**src/design/frobenius_distance_macros.svh**
```systemverilog
// Assertion macros for the frobenius_distance block.
// Expect clk and rst in the scope of use.
`ifndef FROBENIUS_DISTANCE_MACROS_SVH
`define FROBENIUS_DISTANCE_MACROS_SVH

`ifndef SYNTH

`define FD_ASSERT(lbl, prop, msg) \
  lbl: assert property (@(posedge clk) disable iff (rst) (prop)) else $error(msg);

`define FD_ASSERT_NEXT(lbl, pre, post, msg) \
  lbl: assert property (@(posedge clk) disable iff (rst) (pre) |=> (post)) else $error(msg);

`else

`define FD_ASSERT(lbl, prop, msg)

`define FD_ASSERT_NEXT(lbl, pre, post, msg)

`endif

`endif

```
**src/design/fd_pkg.sv**
```systemverilog
`timescale 1ns / 1ps
// ----------------------------------------------------------------------------
// fd_pkg
// Widths, types and state codes shared by the frobenius_distance modules.
// ----------------------------------------------------------------------------
package fd_pkg;

  localparam int SAMPLE_WIDTH = 16;
  localparam int ACC_WIDTH    = 48;
  localparam int NORM_WIDTH   = 24;

  localparam int DIFF_W = SAMPLE_WIDTH + 1;
  localparam int MAG_W  = SAMPLE_WIDTH;
  localparam int SQ_W   = 2 * MAG_W;

  // square root: one result bit per iteration
  localparam int ROOT_W    = (ACC_WIDTH + 1) / 2;
  localparam int X_W       = 2 * ROOT_W;
  localparam int REM_W     = ROOT_W + 2;
  localparam int CNT_W     = (ROOT_W > 1) ? $clog2(ROOT_W) : 1;
  localparam int RES_PAD_W = ((ROOT_W > NORM_WIDTH) ? ROOT_W : NORM_WIDTH) + 1;

  localparam logic [ACC_WIDTH-1:0] ACC_TOP = '1;

  typedef struct packed {
    logic [ACC_WIDTH-1:0] sum;
    logic                 sat;
  } fd_job_t;

  typedef struct packed {
    logic full;
    logic empty;
  } fd_q_stat_t;

  typedef enum logic [1:0] {
    SQ_IDLE,
    SQ_RUN,
    SQ_DONE
  } fd_sqrt_state_t;

endpackage

```
**src/design/fd_if.sv**
```systemverilog
`timescale 1ns / 1ps
// ----------------------------------------------------------------------------
// fd_in_if / fd_out_if
// Valid/ready channels for element pairs and norm results.
// ----------------------------------------------------------------------------
interface fd_in_if import fd_pkg::*; ();
  logic                    valid;
  logic                    ready;
  logic [SAMPLE_WIDTH-1:0] elem_a;
  logic [SAMPLE_WIDTH-1:0] elem_b;
  logic                    last_element;

  modport source (output valid, elem_a, elem_b, last_element, input ready);
  modport sink   (input valid, elem_a, elem_b, last_element, output ready);
endinterface

interface fd_out_if import fd_pkg::*; ();
  logic                  valid;
  logic                  ready;
  logic [NORM_WIDTH-1:0] norm;
  logic                  overflow;

  modport source (output valid, norm, overflow, input ready);
  modport sink   (input valid, norm, overflow, output ready);
endinterface

```
**src/design/fd_accum.sv**
```systemverilog
`timescale 1ns / 1ps
// ----------------------------------------------------------------------------
// fd_accum
// Front end: difference, square and saturating sum; pushes one job per matrix.
// ----------------------------------------------------------------------------
`include "frobenius_distance_macros.svh"

module fd_accum import fd_pkg::*; (
  input  logic       clk,
  input  logic       rst,
  fd_in_if.sink      samples,
  input  fd_q_stat_t q_stat,
  output logic       push,
  output fd_job_t    job
);

  logic signed [DIFF_W-1:0] diff;
  logic [DIFF_W-1:0]        diff_abs;

  logic             v1;
  logic [MAG_W-1:0] mag1;
  logic             last1;

  logic             v2;
  logic [SQ_W-1:0]  sq2;
  logic             last2;

  logic [ACC_WIDTH-1:0] sum;
  logic                 sat;
  logic [ACC_WIDTH:0]   sum_ext;
  logic [ACC_WIDTH-1:0] sum_next;
  logic                 sat_next;

  logic acc_go;
  logic s2_ready;
  logic s1_ready;

  assign diff = $signed({samples.elem_a[SAMPLE_WIDTH-1], samples.elem_a})
              - $signed({samples.elem_b[SAMPLE_WIDTH-1], samples.elem_b});
  assign diff_abs = diff[DIFF_W-1] ? DIFF_W'(-diff) : DIFF_W'(diff);

  // the last pair of a matrix waits in stage 2 until the queue has room
  assign acc_go   = v2 && !(last2 && q_stat.full);
  assign s2_ready = !v2 || acc_go;
  assign s1_ready = !v1 || s2_ready;
  assign samples.ready = s1_ready;

  assign sum_ext  = {1'b0, sum} + {{(ACC_WIDTH + 1 - SQ_W){1'b0}}, sq2};
  assign sum_next = sum_ext[ACC_WIDTH] ? ACC_TOP : sum_ext[ACC_WIDTH-1:0];
  assign sat_next = sat | sum_ext[ACC_WIDTH];

  assign push    = acc_go && last2;
  assign job.sum = sum_next;
  assign job.sat = sat_next;

  always_ff @(posedge clk) begin
    if (rst) begin
      v1 <= 1'b0;
    end else if (s1_ready) begin
      v1 <= samples.valid;
    end
    if (s1_ready) begin
      mag1  <= diff_abs[MAG_W-1:0];
      last1 <= samples.last_element;
    end
  end

  always_ff @(posedge clk) begin
    if (rst) begin
      v2 <= 1'b0;
    end else if (s2_ready) begin
      v2 <= v1;
    end
    if (s2_ready) begin
      sq2   <= mag1 * mag1;
      last2 <= last1;
    end
  end

  always_ff @(posedge clk) begin
    if (rst) begin
      sum <= '0;
      sat <= 1'b0;
    end else if (acc_go) begin
      if (last2) begin
        sum <= '0;
        sat <= 1'b0;
      end else begin
        sum <= sum_next;
        sat <= sat_next;
      end
    end
  end

  `FD_ASSERT(a_push_room, !(push && q_stat.full), "job pushed into a full queue")
  `FD_ASSERT(a_sat_top, !sat || (sum == ACC_TOP), "saturation flag without clamped sum")
  `FD_ASSERT_NEXT(a_clear_after_push, push, (sum == '0) && !sat, "sum not cleared after last pair")

endmodule

```
**src/design/fd_queue.sv**
```systemverilog
`timescale 1ns / 1ps
// ----------------------------------------------------------------------------
// fd_queue
// Two-entry FIFO of finished sums between the accumulator and the root unit.
// ----------------------------------------------------------------------------
module fd_queue import fd_pkg::*; (
  input  logic       clk,
  input  logic       rst,
  input  logic       push,
  input  fd_job_t    wr_job,
  input  logic       pop,
  output fd_job_t    rd_job,
  output fd_q_stat_t stat
);

  fd_job_t    entries [2];
  logic       wr_ptr;
  logic       rd_ptr;
  logic [1:0] count;

  assign stat.full  = (count == 2'd2);
  assign stat.empty = (count == 2'd0);
  assign rd_job     = entries[rd_ptr];

  always_ff @(posedge clk) begin
    if (rst) begin
      wr_ptr <= 1'b0;
      rd_ptr <= 1'b0;
      count  <= 2'd0;
    end else begin
      if (push) begin
        wr_ptr <= ~wr_ptr;
      end
      if (pop) begin
        rd_ptr <= ~rd_ptr;
      end
      unique case ({push, pop})
        2'b10:   count <= count + 2'd1;
        2'b01:   count <= count - 2'd1;
        default: count <= count;
      endcase
    end
    if (push) begin
      entries[wr_ptr] <= wr_job;
    end
  end

endmodule

```
**src/design/fd_sqrt.sv**
```systemverilog
`timescale 1ns / 1ps
// ----------------------------------------------------------------------------
// fd_sqrt
// Back end: digit-by-digit integer square root, one root bit per cycle.
// ----------------------------------------------------------------------------
`include "frobenius_distance_macros.svh"

module fd_sqrt import fd_pkg::*; (
  input  logic       clk,
  input  logic       rst,
  input  fd_job_t    job,
  input  fd_q_stat_t q_stat,
  output logic       pop,
  fd_out_if.source   result
);

  fd_sqrt_state_t state;
  fd_sqrt_state_t state_next;

  logic [X_W-1:0]    x;
  logic [ROOT_W-1:0] res;
  logic [REM_W-1:0]  rem;
  logic [CNT_W-1:0]  cnt;
  logic              sat;

  logic [REM_W-1:0]     rem_sh;
  logic [REM_W-1:0]     trial;
  logic                 take;
  logic [RES_PAD_W-1:0] res_pad;

  assign rem_sh  = {rem[REM_W-3:0], x[X_W-1 -: 2]};
  assign trial   = {res, 2'b01};
  assign take    = (rem_sh >= trial);
  assign res_pad = RES_PAD_W'(res);

  always_ff @(posedge clk) begin
    if (rst) begin
      state <= SQ_IDLE;
    end else begin
      state <= state_next;
    end
  end

  always_comb begin
    state_next   = state;
    pop          = 1'b0;
    result.valid = 1'b0;
    unique case (state)
      SQ_IDLE: begin
        if (!q_stat.empty) begin
          pop        = 1'b1;
          state_next = SQ_RUN;
        end
      end
      SQ_RUN: begin
        if (cnt == '0) begin
          state_next = SQ_DONE;
        end
      end
      SQ_DONE: begin
        result.valid = 1'b1;
        if (result.ready) begin
          state_next = SQ_IDLE;
        end
      end
      default: state_next = SQ_IDLE;
    endcase
  end

  always_ff @(posedge clk) begin
    if (pop) begin
      x   <= X_W'(job.sum);
      sat <= job.sat;
      res <= '0;
      rem <= '0;
      cnt <= CNT_W'(ROOT_W - 1);
    end else if (state == SQ_RUN) begin
      x   <= {x[X_W-3:0], 2'b00};
      cnt <= cnt - CNT_W'(1);
      if (take) begin
        rem <= rem_sh - trial;
        res <= {res[ROOT_W-2:0], 1'b1};
      end else begin
        rem <= rem_sh;
        res <= {res[ROOT_W-2:0], 1'b0};
      end
    end
  end

  // clamp when the root is wider than the norm field
  assign result.norm     = ((res_pad >> NORM_WIDTH) != '0) ? '1 : res_pad[NORM_WIDTH-1:0];
  assign result.overflow = sat;

  `FD_ASSERT_NEXT(a_pop_starts, pop, state == SQ_RUN, "root unit did not start after pop")
  `FD_ASSERT(a_rem_bound, (state != SQ_RUN) || (rem <= {res, 1'b0}), "remainder out of bound")
  `FD_ASSERT(a_pop_nonempty, !(pop && q_stat.empty), "pop from empty queue")

endmodule

```
**src/design/frobenius_distance.sv**
```systemverilog
`timescale 1ns / 1ps
// ----------------------------------------------------------------------------
// frobenius_distance
// Streaming Frobenius norm of the difference of two matrices, Q8.8 fixed point.
// ----------------------------------------------------------------------------
//  channel   dir  payload                          transfer ends
//  samples   in   elem_a, elem_b, last_element     element pair
//  result    out  norm, overflow                   one per matrix
//
//  Element pairs are taken one per cycle while samples is not stalled; a pair
//  passes the registered magnitude and square stages before it is added to
//  the sum. The root unit works on one sum at a time, one root bit per cycle;
//  a two-entry queue holds finished sums meanwhile.
//  samples stalls only when the last pair of a matrix finds the queue full.
//  rst is synchronous; it clears the sum, the queue and the root unit.
// ----------------------------------------------------------------------------
module frobenius_distance import fd_pkg::*; (
  input  logic     clk,
  input  logic     rst,
  fd_in_if.sink    samples,
  fd_out_if.source result
);

  logic       push;
  logic       pop;
  fd_job_t    wr_job;
  fd_job_t    rd_job;
  fd_q_stat_t q_stat;

  fd_accum u_accum (
    .clk     (clk),
    .rst     (rst),
    .samples (samples),
    .q_stat  (q_stat),
    .push    (push),
    .job     (wr_job)
  );

  fd_queue u_queue (
    .clk    (clk),
    .rst    (rst),
    .push   (push),
    .wr_job (wr_job),
    .pop    (pop),
    .rd_job (rd_job),
    .stat   (q_stat)
  );

  fd_sqrt u_sqrt (
    .clk    (clk),
    .rst    (rst),
    .job    (rd_job),
    .q_stat (q_stat),
    .pop    (pop),
    .result (result)
  );

endmodule
```
**src/flat_wrapper.sv**
```systemverilog
// flat-port wrapper written by rule: the top's interface ports become plain ports
module frobenius_distance_flat import fd_pkg::*;
  (clk, rst, samples_valid, samples_elem_a, samples_elem_b, samples_last_element, samples_ready, result_valid, result_norm, result_overflow, result_ready);
  fd_in_if samples_i ();
  fd_out_if result_i ();
  input  logic clk;
  input  logic rst;
  input wire logic [$bits(samples_i.valid)-1:0] samples_valid;
  input wire logic [$bits(samples_i.elem_a)-1:0] samples_elem_a;
  input wire logic [$bits(samples_i.elem_b)-1:0] samples_elem_b;
  input wire logic [$bits(samples_i.last_element)-1:0] samples_last_element;
  output wire logic [$bits(samples_i.ready)-1:0] samples_ready;
  output wire logic [$bits(result_i.valid)-1:0] result_valid;
  output wire logic [$bits(result_i.norm)-1:0] result_norm;
  output wire logic [$bits(result_i.overflow)-1:0] result_overflow;
  input wire logic [$bits(result_i.ready)-1:0] result_ready;
  assign samples_i.valid = samples_valid;
  assign samples_i.elem_a = samples_elem_a;
  assign samples_i.elem_b = samples_elem_b;
  assign samples_i.last_element = samples_last_element;
  assign samples_ready = samples_i.ready;
  assign result_valid = result_i.valid;
  assign result_norm = result_i.norm;
  assign result_overflow = result_i.overflow;
  assign result_i.ready = result_ready;
  frobenius_distance u_core (.clk(clk), .rst(rst), .samples(samples_i), .result(result_i));
endmodule
```
**config.mk**
```make
export PLATFORM = sky130hd
export DESIGN_NAME = frobenius_distance_flat
export DESIGN_NICKNAME = d
export VERILOG_FILES = /design/src/design/fd_pkg.sv /design/src/design/fd_if.sv /design/src/design/fd_accum.sv /design/src/design/fd_queue.sv /design/src/design/fd_sqrt.sv /design/src/design/frobenius_distance.sv /design/src/flat_wrapper.sv
export VERILOG_INCLUDE_DIRS = /design/src /design/src/design
export SDC_FILE = /design/constraint.sdc
export NUM_CORES = 1
export LEC_CHECK = 0
export ABC_AREA = 0
export BUFFER_PORTS_ARGS = -buffer_cell sky130_fd_sc_hd__buf_4
export CORE_AREA = 2 2 242 221
export DETAILED_ROUTE_END_ITERATION = 10
export DIE_AREA = 0 0 244 223
export SYNTH_ARGS = -nofsm -noshare
export SYNTH_HDL_FRONTEND = slang
export SYNTH_SLANG_ARGS = --single-unit
```
**constraint.sdc**
```tcl
create_clock -name clk -period 5.9 [get_ports clk]
set_clock_uncertainty 0.15 [all_clocks]
set_input_delay 0.59 -clock clk [delete_from_list [all_inputs] [get_ports clk]]
set_output_delay 0.59 -clock clk [all_outputs]
set_load 0.03 [all_outputs]
```
==> impl_metrics.toml <==
[outcome]
status = "finished with violations"
failed_checks = "negative setup slack"

[place]
post-place-ws_ns = -0.470
dp_cells = 3162
io_buffers = 63
place_hpwl_mm = 39.7
gp_congestion = 0.883

[die]
ios = 64
die_area_um2 = 54400
rows = 80
core_um2 = 52200
start_util_pct = 44.3
die_h_um = 223
die_x_um = 244

[yosys]
synth_ff_type = "edfxtp_1"
ys_top_cells_by_area = "edfxtp_1 (25%), fa_1 (14%), dfxtp_1 (9.6%), ha_1 (9.5%), inv_1 (5.0%)"
synthCells = 2366
synth-async-reset-ratio_pct = 0
ys_warn_count = 0
synthDistinctLibCells = 81
synthesis.nets = 2743
yosys.area.top_type = "edfxtp_1"
synth_top_area_share_pct = 25.5
ys_ff_latch = 307
synth_edf_count = 196
seq_area_frac_synth_pct = 35.1
avgSynthCellArea_um2 = 9.77
syn_area_um2 = 23100
yosysMostFrequentCell = "inv_1"
yosys-top-cells-count = "inv_1 (307), nand2_1 (237), edfxtp_1 (196)"

[worst_setup_path]
arrival_ns = 6.38
crit_start = "u_core.u_accum.mag1[8]$_DFFE_PP_"
r2r-start = "u_core.u_accum.mag1[8]$_DFFE_PP_"
required_ns = 6.05
worst_setup_path_end_kind = "register"
startpoint_type = "register"
critPathKind = "register to register"
cp_max_fo = 5

[hold_path]
hp-class = "input pin to register"
min_from = "samples_last_element"

[sta]
period_share_pct = 106
max_slew_margin_pct = 25.8
setup_viol = 12
tightest_slew_ns = 1.11
slew_viol_final = 0
finalSetupTns_ns = -2.72
hold_violations = 0
period_needed_ns = 6.23
timing.fmax_mhz = 161
grt_setup_unrepaired = "yes"
setup_ws_ns = -0.328

[clock_tree]
cts-htree-levels = 2
cts_hold_buf = 0
cts_tree = "yes"
clkTransAtPathRegs_ns = 0.06
cts_root_buffer = "clkbuf_16"
clockBufferDepth = 3
insertion_delay_ns = 0.56
cts_inserted_buffers = 36
cts.sinks = 307

[global_route]
grt_max_degree = 98
overflow = 0
antenna_found_initial = 0
track_usage_pct = 19.5
grt_pass1_vias = 17300
grt_pass1_wl_mm = 86.8

[drt]
firstDrtPassIters = 5
wire_per_inst_um = 16.2
wirelength_mm = 52.6
drc = 0
detail-route-antenna-nets = 0
via_count = 17200
drtIter0Drc = 1022
via_per_inst = 5.28

[cells_and_area]
fillers = 4708
antenna_cells = 0
syn_to_final_growth_pct = 16.4
fin_cells = 3256
final_core_util_pct = 51.6
final_net_count = 2908
drive_above_1_share_pct = 14.1

[run]
max_cap_violations = 0
-- sequential cells by signal, summed over array words and instances (netlist names), named ones only --
signal and flops:
u_core.u_queue.entries 98, u_core.u_accum.sum 48, u_core.u_sqrt.x 48, u_core.u_accum.sq2 31
u_core.u_sqrt.rem 24, u_core.u_sqrt.result.norm 24, u_core.u_accum.mag1 16, u_core.u_sqrt.cnt 5
u_core.u_queue.count 2, u_core.u_sqrt.state 2, u_core.u_accum.last1 1, u_core.u_accum.last2 1
u_core.u_accum.sat 1, u_core.u_accum.v1 1, u_core.u_accum.v2 1, u_core.u_queue.rd_ptr 1
u_core.u_queue.wr_ptr 1, u_core.u_sqrt.result.overflow 1
-- layout make-up --
class	count	area, µm²	share of cell area, %
Timing Repair Buffer	222	1710	6.37
Sequential cell	307	8110	30.1
Tap cell	697	872	3.24
Clock buffer	45	986	3.66
Clock inverter	21	249	0.925
Inverter	307	1150	4.28
Multi-Input combinational cell	1657	13800	51.4
-- metal layers --
metal  share of wire [%]  GRT usage [%]  vias up
met3                 4.0           3.09       92
met1                  46           25.4     8323
met4                 3.6           7.55        0
met5                   0              0        -
li1                    -              -     8454
met2                  47           32.6      321
-- metrics by stage --
stage | hold WS, ns | instance area [µm²]
global route | 0.0834 | 26900
CTS | 0.0692 | 26600
finish | 0.0985 | 26900
floorplan | 0.250 | 23300
detailed placement | 0.257 | 25200
global placement | 0.252 | 25200
-- worst paths after layout --
path / end / slack (ns) / cells past startpoint
max: u_core.u_accum.sq2[26]$_DFFE_PP_ / -0.33 / 23
min: u_core.u_accum.last1$_DFFE_PP_ / 0.1 / 1
max reg2reg: u_core.u_accum.sq2[26]$_DFFE_PP_ / -0.33 / 23
min reg2reg: u_core.u_accum.last2$_DFFE_PP_ / 0.27 / 0
-- cells in the final DEF (no fill, tap or decap), types with 13 or more instances in the layout --
cell type  instances
nand4_1           18
and3_1            15
nand2b_1          18
nor2b_1           16
a31oi_1           18
mux2i_1           70
clkbuf_16         37
a21o_1            63
ha_1             169
nand3_1           58
edfxtp_1         196
nand2_1          234
a21oi_1          102
a22o_1            17
xor2_1            41
dfxtp_1          110
inv_1            302
o21a_1            13
fa_1             165
xnor2_1           71
nor3_1            29
nor2_1           121
and2_1            65
buf_4            212
o21ai_0          127
a22oi_1           14
-- kinds of logic (layout without fill, tap and decap cells) --
family / after synthesis / after routing / share of synthesized area, %
simple gates: 638 / 638 / 13.2
compound gates: 485 / 485 / 13.5
buf+inv: 402 / 595 / 6.59
fa+ha+maj: 340 / 340 / 23.8
flops: 307 / 307 / 35.1
xor+xnor: 117 / 117 / 4.51
mux: 77 / 77 / 3.37
-- critical path, cell delays in order (launching register included) --
cell	delay [ns]
edfxtp_1	0.50
nand2_4	0.12
inv_2	0.04
fa_1	0.55
inv_2	0.04
fa_1	0.48
inv_1	0.05
fa_1	0.47
inv_1	0.05
fa_1	0.47
inv_1	0.05
fa_1	0.46
fa_1	0.59
ha_4	0.22
buf_6	0.12
nand3_2	0.06
o211ai_1	0.11
or3_1	0.37
o211ai_1	0.31
a31oi_2	0.18
a31oi_4	0.22
o21ai_2	0.09
buf_4	0.15
xnor2_2	0.11
-- what timing repair did --
| action | 4_1_cts | 5_1_grt |
|---|---|---|
| endpoints found under the setup margin | 13 | 16 |
| pin swaps | 9 | 30 |
| gates resized for setup | 14 | 34 |
| cloned | 0 | 0 |
| setup buffers | 12 | 18 |
Power is left out: the tool's default activity adds up to more than one toggle a clock period on the data nets, which glitch-free logic cannot reach.
